<file path="config.mk">
export PLATFORM = sky130hd
export DESIGN_NAME = source_text_tokenizer_core
export DESIGN_NICKNAME = d
export VERILOG_FILES = /design/src/stt_pkg.sv /design/src/source_text_tokenizer_core.sv
export SDC_FILE = /design/constraint.sdc
export NUM_CORES = 1
export LEC_CHECK = 0
export BUFFER_PORTS_ARGS = -buffer_cell sky130_fd_sc_hd__buf_2
export CAP_MARGIN = 20
export CORE_MARGIN = 2
export CORE_UTILIZATION = 34
export CTS_BUF_LIST = sky130_fd_sc_hd__clkbuf_16
export CTS_CLUSTER_DIAMETER = 200
export DETAILED_ROUTE_END_ITERATION = 7
export GPL_TIMING_DRIVEN = 0
export HOLD_SLACK_MARGIN = 0.15
export SYNTH_ARGS = -nofsm -noshare
export SYNTH_HDL_FRONTEND = slang
export SYNTH_SLANG_ARGS = --single-unit
</file>
<file path="constraint.sdc">
create_clock -name clk_i -period 6.3 [get_ports clk_i]
set_input_delay 0.63 -clock clk_i [delete_from_list [all_inputs] [get_ports clk_i]]
set_output_delay 0.63 -clock clk_i [all_outputs]
set_load 0.01 [all_outputs]
</file>
<file path="src/stt_pkg.sv">
package stt_pkg;

  localparam int unsigned LINE_W = 20;
  localparam int unsigned COL_W  = 16;
  localparam int unsigned LEN_W  = 16;
  localparam int unsigned SUM_W  = ((COL_W > LEN_W) ? COL_W : LEN_W) + 1;

  typedef struct packed {
    logic [7:0] char_code;
    logic       end_of_source;
  } in_t;

  typedef struct packed {
    logic [3:0]        token_kind;
    logic [LINE_W-1:0] start_line;
    logic [COL_W-1:0]  start_column;
    logic [LEN_W-1:0]  token_length;
    logic [2:0]        error_code;
    logic              end_of_run;
  } out_t;

  typedef enum logic [4:0] {
    MODE_IDLE, MODE_IDENT, MODE_MINUS, MODE_ZERO, MODE_HEX0, MODE_HEX, MODE_DEC,
    MODE_DECDOT, MODE_FRAC, MODE_STR, MODE_PCT0, MODE_PNAME, MODE_HASH0,
    MODE_HNAME, MODE_HASHDOT, MODE_SLASH, MODE_LINE, MODE_BLOCK, MODE_BLOCKSTAR,
    MODE_SYM, MODE_BAD, MODE_HALT
  } mode_e;

  // token kinds
  localparam logic [3:0] KIND_IDENT  = 4'd0;
  localparam logic [3:0] KIND_NUMBER = 4'd1;
  localparam logic [3:0] KIND_STRING = 4'd2;
  localparam logic [3:0] KIND_PCT    = 4'd3;
  localparam logic [3:0] KIND_HASH   = 4'd4;
  localparam logic [3:0] KIND_LBRACE = 4'd5;
  localparam logic [3:0] KIND_RBRACE = 4'd6;
  localparam logic [3:0] KIND_LBRACK = 4'd7;
  localparam logic [3:0] KIND_RBRACK = 4'd8;
  localparam logic [3:0] KIND_STAR   = 4'd9;
  localparam logic [3:0] KIND_DOT    = 4'd10;
  localparam logic [3:0] KIND_COLON  = 4'd11;
  localparam logic [3:0] KIND_EQUALS = 4'd12;
  localparam logic [3:0] KIND_SEMI   = 4'd13;
  localparam logic [3:0] KIND_END    = 4'd14;

  // error codes
  localparam logic [2:0] ERR_NONE    = 3'd0;
  localparam logic [2:0] ERR_COMMENT = 3'd1;
  localparam logic [2:0] ERR_NOHEX   = 3'd2;
  localparam logic [2:0] ERR_STRING  = 3'd3;
  localparam logic [2:0] ERR_NAME    = 3'd4;
  localparam logic [2:0] ERR_BADCHAR = 3'd5;

  // characters
  localparam logic [7:0] CH_SPACE  = 8'h20;
  localparam logic [7:0] CH_TAB    = 8'h09;
  localparam logic [7:0] CH_LF     = 8'h0A;
  localparam logic [7:0] CH_CR     = 8'h0D;
  localparam logic [7:0] CH_FF     = 8'h0C;
  localparam logic [7:0] CH_QUOTE  = 8'h22;
  localparam logic [7:0] CH_HASH   = 8'h23;
  localparam logic [7:0] CH_PCT    = 8'h25;
  localparam logic [7:0] CH_STAR   = 8'h2A;
  localparam logic [7:0] CH_MINUS  = 8'h2D;
  localparam logic [7:0] CH_DOT    = 8'h2E;
  localparam logic [7:0] CH_SLASH  = 8'h2F;
  localparam logic [7:0] CH_ZERO   = 8'h30;
  localparam logic [7:0] CH_NINE   = 8'h39;
  localparam logic [7:0] CH_COLON  = 8'h3A;
  localparam logic [7:0] CH_SEMI   = 8'h3B;
  localparam logic [7:0] CH_EQUALS = 8'h3D;
  localparam logic [7:0] CH_UPPER_A = 8'h41;
  localparam logic [7:0] CH_UPPER_F = 8'h46;
  localparam logic [7:0] CH_UPPER_X = 8'h58;
  localparam logic [7:0] CH_UPPER_Z = 8'h5A;
  localparam logic [7:0] CH_LBRACK = 8'h5B;
  localparam logic [7:0] CH_BSLASH = 8'h5C;
  localparam logic [7:0] CH_RBRACK = 8'h5D;
  localparam logic [7:0] CH_UNDER  = 8'h5F;
  localparam logic [7:0] CH_LOWER_A = 8'h61;
  localparam logic [7:0] CH_LOWER_F = 8'h66;
  localparam logic [7:0] CH_LOWER_X = 8'h78;
  localparam logic [7:0] CH_LOWER_Z = 8'h7A;
  localparam logic [7:0] CH_LBRACE = 8'h7B;
  localparam logic [7:0] CH_RBRACE = 8'h7D;

  function automatic logic is_digit(logic [7:0] c);
    return (c >= CH_ZERO) && (c <= CH_NINE);
  endfunction

  function automatic logic is_hex(logic [7:0] c);
    return is_digit(c) || ((c >= CH_LOWER_A) && (c <= CH_LOWER_F)) ||
           ((c >= CH_UPPER_A) && (c <= CH_UPPER_F));
  endfunction

  function automatic logic is_letter(logic [7:0] c);
    return ((c >= CH_LOWER_A) && (c <= CH_LOWER_Z)) ||
           ((c >= CH_UPPER_A) && (c <= CH_UPPER_Z)) || (c == CH_UNDER);
  endfunction

  function automatic logic is_alnum(logic [7:0] c);
    return is_letter(c) || is_digit(c);
  endfunction

  function automatic logic is_space(logic [7:0] c);
    return (c == CH_SPACE) || (c == CH_TAB) || (c == CH_LF) || (c == CH_CR) ||
           (c == CH_FF);
  endfunction

  // zero for a byte that is no symbol
  function automatic logic [3:0] sym_kind(logic [7:0] c);
    logic [3:0] k;
    case (c)
      CH_LBRACE: k = KIND_LBRACE;
      CH_RBRACE: k = KIND_RBRACE;
      CH_LBRACK: k = KIND_LBRACK;
      CH_RBRACK: k = KIND_RBRACK;
      CH_STAR:   k = KIND_STAR;
      CH_DOT:    k = KIND_DOT;
      CH_COLON:  k = KIND_COLON;
      CH_EQUALS: k = KIND_EQUALS;
      CH_SEMI:   k = KIND_SEMI;
      default:   k = KIND_IDENT;
    endcase
    return k;
  endfunction

  // mode entered by the first byte of a token
  function automatic mode_e start_mode(logic [7:0] c);
    mode_e m;
    if (is_space(c))                m = MODE_IDLE;
    else if (is_letter(c))          m = MODE_IDENT;
    else if (c == CH_ZERO)          m = MODE_ZERO;
    else if (is_digit(c))           m = MODE_DEC;
    else if (c == CH_MINUS)         m = MODE_MINUS;
    else if (c == CH_QUOTE)         m = MODE_STR;
    else if (c == CH_PCT)           m = MODE_PCT0;
    else if (c == CH_HASH)          m = MODE_HASH0;
    else if (c == CH_SLASH)         m = MODE_SLASH;
    else if (sym_kind(c) != KIND_IDENT) m = MODE_SYM;
    else                            m = MODE_BAD;
    return m;
  endfunction

endpackage

</file>
<file path="src/source_text_tokenizer_core.sv">
// Streaming source tokenizer. One byte (or the end-of-source word) is taken
// per cycle while in_ready_o is high; each word yields zero, one or two token
// records, which wait in a four-entry result queue drained one record per
// cycle while out_ready_i is high. in_ready_o falls only while the queue has
// fewer than two free entries, so bytes are taken while older records wait,
// but two-record words in a row can stall input even with the output ready.
// No start-up clearing pass: the block is ready straight after reset.
module source_text_tokenizer_core (
  input  logic          clk_i,
  input  logic          rst_ni,
  input  logic          in_valid_i,
  output logic          in_ready_o,
  input  stt_pkg::in_t  in_data_i,
  output logic          out_valid_o,
  input  logic          out_ready_i,
  output stt_pkg::out_t out_data_o
);
  import stt_pkg::*;

  localparam int unsigned QDEPTH = 4;
  localparam int unsigned QPTR_W = $clog2(QDEPTH);

  mode_e             mode_q, mode_d;
  logic [7:0]        pend_q, pend_d;
  logic [LINE_W-1:0] cur_line_q, cur_line_d;
  logic [COL_W-1:0]  cur_col_q, cur_col_d;
  logic [LINE_W-1:0] st_line_q, st_line_d;
  logic [COL_W-1:0]  st_col_q, st_col_d;
  logic [LEN_W-1:0]  count_q, count_d;
  logic              esc_q, esc_d;

  out_t              queue_q [QDEPTH];
  logic [QPTR_W-1:0] head_q, tail_q;
  logic [QPTR_W:0]   fill_q;

  logic              in_fire, out_fire;
  logic [7:0]        ch;
  logic              eos;
  logic [LEN_W-1:0]  count_inc1, count_inc2;
  logic [COL_W-1:0]  dot_col;
  logic [1:0]        n_res;
  out_t              rec0, rec1;

  assign in_fire  = in_valid_i && in_ready_o;
  assign out_fire = out_valid_o && out_ready_i;
  assign ch       = in_data_i.char_code;
  assign eos      = in_data_i.end_of_source;

  // saturating length and dot-position sums
  always_comb begin
    logic [LEN_W:0] s1, s2;
    logic [SUM_W-1:0] sd;
    s1 = {1'b0, count_q} + (LEN_W+1)'(1);
    s2 = {1'b0, count_q} + (LEN_W+1)'(2);
    count_inc1 = s1[LEN_W] ? {LEN_W{1'b1}} : s1[LEN_W-1:0];
    count_inc2 = s2[LEN_W] ? {LEN_W{1'b1}} : s2[LEN_W-1:0];
    sd = SUM_W'(st_col_q) + SUM_W'(count_q);
    dot_col = (sd > SUM_W'({COL_W{1'b1}})) ? {COL_W{1'b1}} : sd[COL_W-1:0];
  end

  // next state
  always_comb begin
    logic take_begin;
    take_begin = 1'b0;
    mode_d     = mode_q;
    pend_d     = pend_q;
    cur_line_d = cur_line_q;
    cur_col_d  = cur_col_q;
    st_line_d  = st_line_q;
    st_col_d   = st_col_q;
    count_d    = count_q;
    esc_d      = esc_q;
    if (eos) begin
      mode_d     = MODE_IDLE;
      pend_d     = '0;
      cur_line_d = LINE_W'(1);
      cur_col_d  = COL_W'(1);
      st_line_d  = LINE_W'(1);
      st_col_d   = COL_W'(1);
      count_d    = '0;
      esc_d      = 1'b0;
    end else begin
      if (ch == CH_LF) begin
        cur_line_d = (&cur_line_q) ? cur_line_q : cur_line_q + LINE_W'(1);
        cur_col_d  = COL_W'(1);
      end else begin
        cur_col_d  = (&cur_col_q) ? cur_col_q : cur_col_q + COL_W'(1);
      end
      unique case (mode_q)
        MODE_IDLE: take_begin = 1'b1;
        MODE_IDENT, MODE_PNAME: begin
          if (is_alnum(ch)) count_d = count_inc1;
          else take_begin = 1'b1;
        end
        MODE_MINUS: begin
          if (is_digit(ch)) begin
            count_d = count_inc1;
            mode_d  = (ch == CH_ZERO) ? MODE_ZERO : MODE_DEC;
          end else begin
            mode_d = MODE_HALT;
          end
        end
        MODE_ZERO: begin
          if (ch == CH_LOWER_X || ch == CH_UPPER_X) begin
            count_d = count_inc1;
            mode_d  = MODE_HEX0;
          end else if (is_digit(ch)) begin
            count_d = count_inc1;
            mode_d  = MODE_DEC;
          end else if (ch == CH_DOT) begin
            mode_d = MODE_DECDOT;
          end else begin
            take_begin = 1'b1;
          end
        end
        MODE_HEX0: begin
          if (is_hex(ch)) begin
            count_d = count_inc1;
            mode_d  = MODE_HEX;
          end else begin
            mode_d = MODE_HALT;
          end
        end
        MODE_HEX: begin
          if (is_hex(ch)) count_d = count_inc1;
          else take_begin = 1'b1;
        end
        MODE_DEC: begin
          if (is_digit(ch)) count_d = count_inc1;
          else if (ch == CH_DOT) mode_d = MODE_DECDOT;
          else take_begin = 1'b1;
        end
        MODE_DECDOT: begin
          if (is_digit(ch)) begin
            count_d = count_inc2;
            mode_d  = MODE_FRAC;
          end else begin
            take_begin = 1'b1;
          end
        end
        MODE_FRAC: begin
          if (is_digit(ch)) count_d = count_inc1;
          else take_begin = 1'b1;
        end
        MODE_STR: begin
          count_d = count_inc1;
          if (ch == CH_QUOTE && !esc_q) mode_d = MODE_IDLE;
          else esc_d = (ch == CH_BSLASH) && !esc_q;
        end
        MODE_PCT0: begin
          if (is_letter(ch)) begin
            count_d = count_inc1;
            mode_d  = MODE_PNAME;
          end else begin
            mode_d = MODE_HALT;
          end
        end
        MODE_HASH0: begin
          if (is_letter(ch)) begin
            count_d = count_inc1;
            mode_d  = MODE_HNAME;
          end else begin
            mode_d = MODE_HALT;
          end
        end
        MODE_HNAME: begin
          if (is_alnum(ch)) count_d = count_inc1;
          else if (ch == CH_DOT) mode_d = MODE_HASHDOT;
          else take_begin = 1'b1;
        end
        MODE_HASHDOT: begin
          if (is_letter(ch)) begin
            count_d = count_inc2;
            mode_d  = MODE_HNAME;
          end else begin
            take_begin = 1'b1;
          end
        end
        MODE_SLASH: begin
          if (ch == CH_SLASH) mode_d = MODE_LINE;
          else if (ch == CH_STAR) mode_d = MODE_BLOCK;
          else mode_d = MODE_HALT;
        end
        MODE_LINE: begin
          if (ch == CH_LF) mode_d = MODE_IDLE;
        end
        MODE_BLOCK: begin
          if (ch == CH_STAR) mode_d = MODE_BLOCKSTAR;
        end
        MODE_BLOCKSTAR: begin
          if (ch == CH_SLASH) mode_d = MODE_IDLE;
          else if (ch != CH_STAR) mode_d = MODE_BLOCK;
        end
        MODE_SYM: take_begin = 1'b1;
        default: mode_d = MODE_HALT;
      endcase
      if (take_begin) begin
        st_line_d = cur_line_q;
        st_col_d  = cur_col_q;
        count_d   = LEN_W'(1);
        esc_d     = 1'b0;
        mode_d    = start_mode(ch);
        if (start_mode(ch) == MODE_SYM) pend_d = ch;
      end
    end
  end

  // result records
  always_comb begin
    out_t tok_r, dot_r, sym_r, end_r;
    tok_r = '{token_kind: KIND_IDENT, start_line: st_line_q, start_column: st_col_q,
              token_length: count_q, error_code: ERR_NONE, end_of_run: 1'b0};
    dot_r = '{token_kind: KIND_DOT, start_line: st_line_q, start_column: dot_col,
              token_length: LEN_W'(1), error_code: ERR_NONE, end_of_run: 1'b0};
    sym_r = '{token_kind: sym_kind(pend_q), start_line: st_line_q,
              start_column: st_col_q, token_length: LEN_W'(1), error_code: ERR_NONE,
              end_of_run: 1'b0};
    end_r = '{token_kind: KIND_END, start_line: cur_line_q, start_column: cur_col_q,
              token_length: '0, error_code: ERR_NONE, end_of_run: 1'b0};
    n_res = 2'd0;
    rec0  = tok_r;
    rec1  = dot_r;
    if (eos) begin
      unique case (mode_q)
        MODE_IDENT: n_res = 2'd1;
        MODE_ZERO, MODE_DEC, MODE_HEX, MODE_FRAC: begin
          n_res = 2'd1;
          rec0.token_kind = KIND_NUMBER;
        end
        MODE_PNAME: begin
          n_res = 2'd1;
          rec0.token_kind = KIND_PCT;
        end
        MODE_HNAME: begin
          n_res = 2'd1;
          rec0.token_kind = KIND_HASH;
        end
        MODE_DECDOT: begin
          n_res = 2'd2;
          rec0.token_kind = KIND_NUMBER;
        end
        MODE_HASHDOT: begin
          n_res = 2'd2;
          rec0.token_kind = KIND_HASH;
        end
        MODE_SYM: begin
          n_res = 2'd1;
          rec0  = sym_r;
        end
        MODE_SLASH, MODE_MINUS, MODE_BAD: begin
          n_res = 2'd1;
          rec0.token_length = '0;
          rec0.error_code   = ERR_BADCHAR;
        end
        MODE_BLOCK, MODE_BLOCKSTAR: begin
          n_res = 2'd1;
          rec0.token_length = '0;
          rec0.error_code   = ERR_COMMENT;
        end
        MODE_HEX0: begin
          n_res = 2'd1;
          rec0.token_length = '0;
          rec0.error_code   = ERR_NOHEX;
        end
        MODE_STR: begin
          n_res = 2'd1;
          rec0.token_length = '0;
          rec0.error_code   = ERR_STRING;
        end
        MODE_PCT0, MODE_HASH0: begin
          n_res = 2'd1;
          rec0.token_length = '0;
          rec0.error_code   = ERR_NAME;
        end
        default: n_res = 2'd0;
      endcase
      // append the end record unless a trailing dot filled both slots
      if (n_res == 2'd0) begin
        rec0  = end_r;
        n_res = 2'd1;
      end else if (n_res == 2'd1) begin
        rec1  = end_r;
        n_res = 2'd2;
      end
    end else begin
      unique case (mode_q)
        MODE_IDENT: if (!is_alnum(ch)) n_res = 2'd1;
        MODE_PNAME: begin
          rec0.token_kind = KIND_PCT;
          if (!is_alnum(ch)) n_res = 2'd1;
        end
        MODE_ZERO: begin
          rec0.token_kind = KIND_NUMBER;
          if (ch != CH_LOWER_X && ch != CH_UPPER_X && !is_digit(ch) && ch != CH_DOT)
            n_res = 2'd1;
        end
        MODE_HEX: begin
          rec0.token_kind = KIND_NUMBER;
          if (!is_hex(ch)) n_res = 2'd1;
        end
        MODE_DEC: begin
          rec0.token_kind = KIND_NUMBER;
          if (!is_digit(ch) && ch != CH_DOT) n_res = 2'd1;
        end
        MODE_FRAC: begin
          rec0.token_kind = KIND_NUMBER;
          if (!is_digit(ch)) n_res = 2'd1;
        end
        MODE_DECDOT: begin
          rec0.token_kind = KIND_NUMBER;
          if (!is_digit(ch)) n_res = 2'd2;
        end
        MODE_HNAME: begin
          rec0.token_kind = KIND_HASH;
          if (!is_alnum(ch) && ch != CH_DOT) n_res = 2'd1;
        end
        MODE_HASHDOT: begin
          rec0.token_kind = KIND_HASH;
          if (!is_letter(ch)) n_res = 2'd2;
        end
        MODE_STR: begin
          // length counts the closing quote
          rec0.token_kind   = KIND_STRING;
          rec0.token_length = count_inc1;
          if (ch == CH_QUOTE && !esc_q) n_res = 2'd1;
        end
        MODE_SYM: begin
          rec0  = sym_r;
          n_res = 2'd1;
        end
        MODE_MINUS: begin
          rec0.token_length = '0;
          rec0.error_code   = ERR_BADCHAR;
          if (!is_digit(ch)) n_res = 2'd1;
        end
        MODE_SLASH: begin
          rec0.token_length = '0;
          rec0.error_code   = ERR_BADCHAR;
          if (ch != CH_SLASH && ch != CH_STAR) n_res = 2'd1;
        end
        MODE_BAD: begin
          rec0.token_length = '0;
          rec0.error_code   = ERR_BADCHAR;
          n_res = 2'd1;
        end
        MODE_HEX0: begin
          rec0.token_length = '0;
          rec0.error_code   = ERR_NOHEX;
          if (!is_hex(ch)) n_res = 2'd1;
        end
        MODE_PCT0, MODE_HASH0: begin
          rec0.token_length = '0;
          rec0.error_code   = ERR_NAME;
          if (!is_letter(ch)) n_res = 2'd1;
        end
        default: n_res = 2'd0;
      endcase
    end
    if (n_res == 2'd1) rec0.end_of_run = 1'b1;
    if (n_res == 2'd2) rec1.end_of_run = 1'b1;
  end

  always_ff @(posedge clk_i or negedge rst_ni) begin
    if (!rst_ni) begin
      mode_q     <= MODE_IDLE;
      pend_q     <= '0;
      cur_line_q <= LINE_W'(1);
      cur_col_q  <= COL_W'(1);
      st_line_q  <= LINE_W'(1);
      st_col_q   <= COL_W'(1);
      count_q    <= '0;
      esc_q      <= 1'b0;
    end else if (in_fire) begin
      mode_q     <= mode_d;
      pend_q     <= pend_d;
      cur_line_q <= cur_line_d;
      cur_col_q  <= cur_col_d;
      st_line_q  <= st_line_d;
      st_col_q   <= st_col_d;
      count_q    <= count_d;
      esc_q      <= esc_d;
    end
  end

  // result queue: up to two pushes and one pop per cycle
  always_ff @(posedge clk_i or negedge rst_ni) begin
    if (!rst_ni) begin
      head_q <= '0;
      tail_q <= '0;
      fill_q <= '0;
    end else begin
      if (out_fire) head_q <= head_q + QPTR_W'(1);
      if (in_fire) tail_q <= tail_q + QPTR_W'(n_res);
      fill_q <= fill_q + (in_fire ? (QPTR_W+1)'(n_res) : '0) -
                (out_fire ? (QPTR_W+1)'(1) : '0);
    end
  end

  always_ff @(posedge clk_i) begin
    if (in_fire && n_res != 2'd0) queue_q[tail_q] <= rec0;
    if (in_fire && n_res == 2'd2) queue_q[tail_q + QPTR_W'(1)] <= rec1;
  end

  assign in_ready_o  = (fill_q <= (QPTR_W+1)'(QDEPTH - 2));
  assign out_valid_o = (fill_q != '0);
  assign out_data_o  = queue_q[head_q];

endmodule

</file>
Yosys cells after proc, flatten, opt, wreduce, memory -nomap -nowiden
Memories as Yosys holds them, arrays and structs flattened.
Cells that the tools add are included.
{ "totals": {"ff_bits": 109, "latchBits": 0, "mem_bits_rw": 240, "romBits": 0, "output_inout_bits": 62, "wordCells": 299, "mem_count": 1} }
{ "classes": {"n_addsub": 10, "multipliers": 0, "div": 0, "n_lt_le_gt_ge": 10, "n_eq_ne": 78, "n_shift": 0, "mux": 123, "bitwise": 0, "n_reduce_logical": 66} }
{ "memory_table": {"columns": ["name", "words", "width", "read_ports", "rd_clocked_by_memory_dff", "write_ports", "line_no", "text"], "rows": [
  ["queue_q", 4, 60, 1, 0, 2, "source_text_tokenizer_core.sv:32", "out_t queue_q [QDEPTH];"]
]} }
{ "op_table": {"columns": ["cell", "n"], "rows": [
  ["2-to-1 mux 16 bit", 17],
  ["2-to-1 mux 59 bit", 3],
  ["2-to-1 mux 5 bit", 30],
  ["equality test 8 x 6 -> 1 bit, second input constant", 17],
  ["case mux 16 bit (8 select lines)", 1],
  ["2-to-1 mux 60 bit", 2],
  ["case mux 19 bit (6 select lines)", 1],
  ["2-to-1 mux 20 bit", 5],
  ["equality test 8 x 7 -> 1 bit, second input constant", 12],
  ["case mux 5 bit (15 select lines)", 1],
  ["case mux 4 bit (9 select lines)", 2],
  ["case mux 16 bit (3 select lines)", 1],
  ["2-to-1 mux 4 bit", 11],
  ["equality test 5 x 4 -> 1 bit, second input constant", 8],
  ["equality test 8 x 4 -> 1 bit, second input constant", 4],
  ["less-or-equal comparator 8 x 7 -> 1 bit, second input constant", 4],
  ["!= test 4 bit, second input constant", 8],
  ["equality test 5 bit, second input constant", 6],
  ["2-to-1 mux 1 bit", 29],
  ["2-to-1 mux 8 bit", 3],
  ["!= test 8 x 6 -> 1 bit, second input constant", 3],
  ["case mux 2 bit (12 select lines)", 1],
  ["adder 20 x 1 -> 20 bit, second input constant", 1],
  ["equality test 5 x 3 -> 1 bit, second input constant", 4],
  ["51 further kinds", 113]
]} }

Depth between registers and ports, before layout
{ "logic_depth": {"depth_word": 30, "ltp_mapped": 20, "mapped_depth_nobuf": 17} }

Least setup slack after synthesis
No wires, ideal clock.
{ "synth_path": {"path_type": "flip-flop to flip-flop", "startpoint": "register mode_q[4]", "endpoint": "memory queue_q[3][0] (netlist name), enable pin", "setup_ps": 524, "arrival_ps": 4473, "setup_slack_ps": 1304, "stages_incl_launch_ff": 19, "path_cell_list": "dfrtp_1 -> clkbuf_1 -> clkbuf_1 -> clkbuf_1 -> clkbuf_1 -> clkbuf_1 -> o21ai_0 -> nand2_1 -> a221oi_1 -> ha_1 -> nand2_1 -> o21a_1 -> o2111ai_1 -> nor2_1 -> a21oi_4 -> o21bai_1 -> buf_2 -> buf_1 -> nand2_1"} }
{ "synth_lines": {"columns": ["item", "line_no", "text"], "rows": [
  ["start, declared", "source_text_tokenizer_core.sv:23", "mode_e mode_q, mode_d;"],
  ["start signal, assigned", "source_text_tokenizer_core.sv:374", "mode_q <= mode_d;"],
  ["end, declared", "source_text_tokenizer_core.sv:32", null]
]} }

==> metrics.cfg <==
[status]
status=finished, violations left
violations=design-rule violations

[setup_path]
crit_path_cell_trace=buf_2 -> buf_1 -> clkbuf_1 -> clkbuf_1 -> o21ai_0 -> nand2_1 -> a221oi_2 -> ha_1 -> nand2_1 -> o21a_1 -> o2111ai_1 -> nor2_1 -> a21oi_4 -> o21ai_1 -> buf_2 -> buf_2 -> nand2_2 -> buf_12
cpLargestDelayFamily=buffers and inverters
crit_buf_inv=7
worstPathArrival_ns=6.31
critPathCaptureType=flop
cp_max_fo=25
slowest_stage=clkbuf_1
cp.required_ns=6.62
r2r_setup_slack_ns=0.31
r2r_end=queue_q[2][53]
reg2regPathDepth=18
start_kind=flop
critPathMostFrequentCell=buf_2
critPathMaxStageDelay_ns=0.53
r2r_start=mode_q[0]
critical_path_class=reg -> reg

[power]
comb_power_share_pct=40.4
switching_share_pct=40.7
pwr-share-clk_pct=26.1
p_switching_mw=3.43
power_frac_seq_pct=33.5
p_per_area_mw_per_mm2=379
p_leak_nw=8.75
intPower_mw=5.01
vdd_ir_drop_max_mv=0.200

[yosys]
synthDistinctLibCells=79
synth_top_family_by_area=compound AO/OA/AOI/OAI gates
synthArstFlopShare_pct=31.2
synth_edf_count=156
synth_warnings=0
synth_mux_area_share_pct=7.79
synth-main-ff-cell=edfxtp_1
postSynthCellCount=1974
ys_ff_latch=349
avgSynthCellArea_um2=9.90
netlist_area_mm2=0.0195
synth_xor_area_share_pct=2.51
synth_compound_area_share_pct=21.8
yosys.area_share.adder_pct=1.93
ys_seq_area_share_pct=46.6
synth_nets=2016
synthSimpleGateAreaFrac_pct=15.1

[placement]
hpwlAfterDp_mm=49.5
gp_congestion=0.938
io_buffer_count=70
placed_cells=2810

[global_routing]
grt_util_met1_pct=30.6
grt_use_met3_pct=3.22
grt_max_degree=75
grt_pass1_wl_mm=105
antenna_found_initial=0
grt_overflow_total=0
grt_pass1_vias=16900
grtUsageTotal_pct=22.8
met2_usage_pct=36.7
gr-max-usage-layer=met2

[drt]
dr.pass1.iters=7
drc=1
ant_nets=0
viasPerCell=6.01
first_iter_violations=2036
via_count=17300
wire_per_inst_um=24.0
routed_wl_mm=69.2

[floorplan]
num_rows=87
die_area_mm2=0.0594
core_mm2=0.0566
die_h_um=244
pin_count=75
dieWidth_um=244
floorplan.initialDensity_pct=34.5

[sta]
period_needed_ns=5.99
slew_violations=0
hold_violations=0
tightest_slew_ns=1.07
fmaxAchievable_mhz=167
fin_crit_sh_pct=95.1
setup_violations=0
rsz0062_at_grt=false
hold-worst-slack_ns=0.471
relSlewSlack_pct=28.0
finClkSkew_ns=0.0153

[final_layout]
syn_to_final_growth_pct=13.9
final_cell_mix=nand2_1 (192), o21ai_0 (171), edfxtp_1 (156), nor2_1 (145), clkbuf_1 (122)
final_util_pct=39.3
final_cell_count_no_fill=2885
nets=2139
layout_commonest_cell=nand2_1
n_antenna_cell=0
drive_gt1_share_pct=12.8

[worst_hold_path]
whs_endpoint=head_q[0]
min_from=out_ready_i
hp-class=in -> reg
min_delay_path_depth=3

[clock_tree]
clock_latency_ns=0.59
cts_tree=yes
htreeDepth=2
cts_buffer_depth=3
numCtsBuffers=40
clock-sinks=349
root_buffer=clkbuf_16
clk_pin_slew_ns=0.06

[job]
max-cap-violations=0

==> timing repair <==
item                                    CTS  global route
hold buffers                              1             0
endpoints found under the setup margin  166           160
pin swaps                                 0             1
gates resized for setup                   6             6
setup buffers                             0             2
endpoints found under the hold margin    35             0
==> synthesized netlist by cell type (all sizes together) (6+ instances only) <==
cell / instances / area share (%)
or4: 6 / 0.23
a21oi: 65 / 1.7
o21a: 9 / 0.35
clkbuf: 129 / 2.5
and2: 12 / 0.38
o21ai: 179 / 4.6
a211oi: 12 / 0.49
nor3: 23 / 0.59
mux4: 60 / 6.9
and3: 63 / 2.0
xnor2: 20 / 0.90
or2: 12 / 0.38
edfxtp: 156 / 24
nor2: 147 / 2.8
xor2: 36 / 1.6
a31oi: 17 / 0.54
nor2b: 17 / 0.54
nand2: 196 / 3.8
and4: 6 / 0.27
a22o: 92 / 4.1
o221ai: 6 / 0.27
inv: 26 / 0.50
nor4: 10 / 0.35
dfrtp: 105 / 13
o211ai: 11 / 0.42
ha: 27 / 1.7
o31ai: 8 / 0.31
mux2i: 17 / 0.87
nand2b: 16 / 0.51
o22ai: 103 / 3.3
a22oi: 14 / 0.54
dfxtp: 84 / 8.6
nand3: 65 / 1.7
a31o: 7 / 0.31
buf: 52 / 1.2
nand4: 19 / 0.61
a21o: 59 / 2.3
or3: 10 / 0.32
o32ai: 12 / 0.54
==> worst min-delay path, stage by stage <==
cell and delay, ns:
buf_2 0.08, and2_1 0.21, xor2_1 0.09
==> per-stage QoR <==
step,setup slack (ns),total power [mW],TNS [ns],cell area (um2)
final,0.307,8.44,0,22300
after global routing,0.0320,8.85,0,22300
after CTS,0.00543,8.44,0,22200
after detailed placement,-0.584,6.23,-61.48,21000
after global placement,-1.71,6.17,-252.12,20800
after floorplan,1.30,4.96,0,19500
==> area by class of cell <==
class | count | area (um2)
clock buffers | 41 | 1030
clock inverters | 33 | 184
inverters | 27 | 101
fillers | 5579 | 34300
multi-input cells | 1417 | 9650
plain buffers | 179 | 723
flip-flops and latches | 349 | 9100
repair buffers | 83 | 532
well taps | 756 | 946
==> routing by layer <==
| layer | routed length (um) | vias up |
|---|---|---|
| met5 | 0 | - |
| met4 | 2800 | 0 |
| met3 | 5190 | 141 |
| met2 | 31900 | 833 |
| met1 | 29300 | 8633 |
| li1 | - | 7725 |
==> how the worst max path moves through the flow <==
stage                          from  slack, ns              to  cells after the start
after floorplan           mode_q[4]       1.30   queue_q[3][0]                     18
after global placement    mode_q[4]      -1.71  queue_q[3][51]                     18
after detailed placement  mode_q[4]      -0.58  queue_q[3][50]                     19
after CTS                 mode_q[4]      0.005  queue_q[0][49]                     19
after global routing      mode_q[4]       0.03  queue_q[2][49]                     18
final                     mode_q[0]       0.31  queue_q[2][53]                     18
==> sequential cells by signal (all words and copies together), names as in the netlist <==
name / count
pend_q: 8
mode_q: 5
tail_q: 2
cur_line_q: 20
st_col_q: 16
fill_q: 3
queue_q: 240
head_q: 2
st_line_q: 20
count_q: 16
cur_col_q: 16
esc_q: 1
==> power by group through the flow <==
stage	logic (mW)	registers (mW)	clock network [mW]
5_1_grt	3.67	2.86	2.32
3_5_place_dp	3.37	2.86	0
6_report	3.41	2.83	2.20
2_1_floorplan	2.16	2.80	0
4_1_cts	3.39	2.81	2.23
3_3_place_gp	3.32	2.85	0
==> logic make-up (layout without fill, tap and decap cells) <==
logic type	after synthesis	count (layout)
xor gates and xnor gates	56	56
muxes	77	77
buffers and inverters	208	363
AOI/OAI and AO/OA	639	639
adders and majority gates	29	29
DFF	349	349
and+or+nand+nor	616	616
No activity file was read; power rests on OpenSTA's default activity.
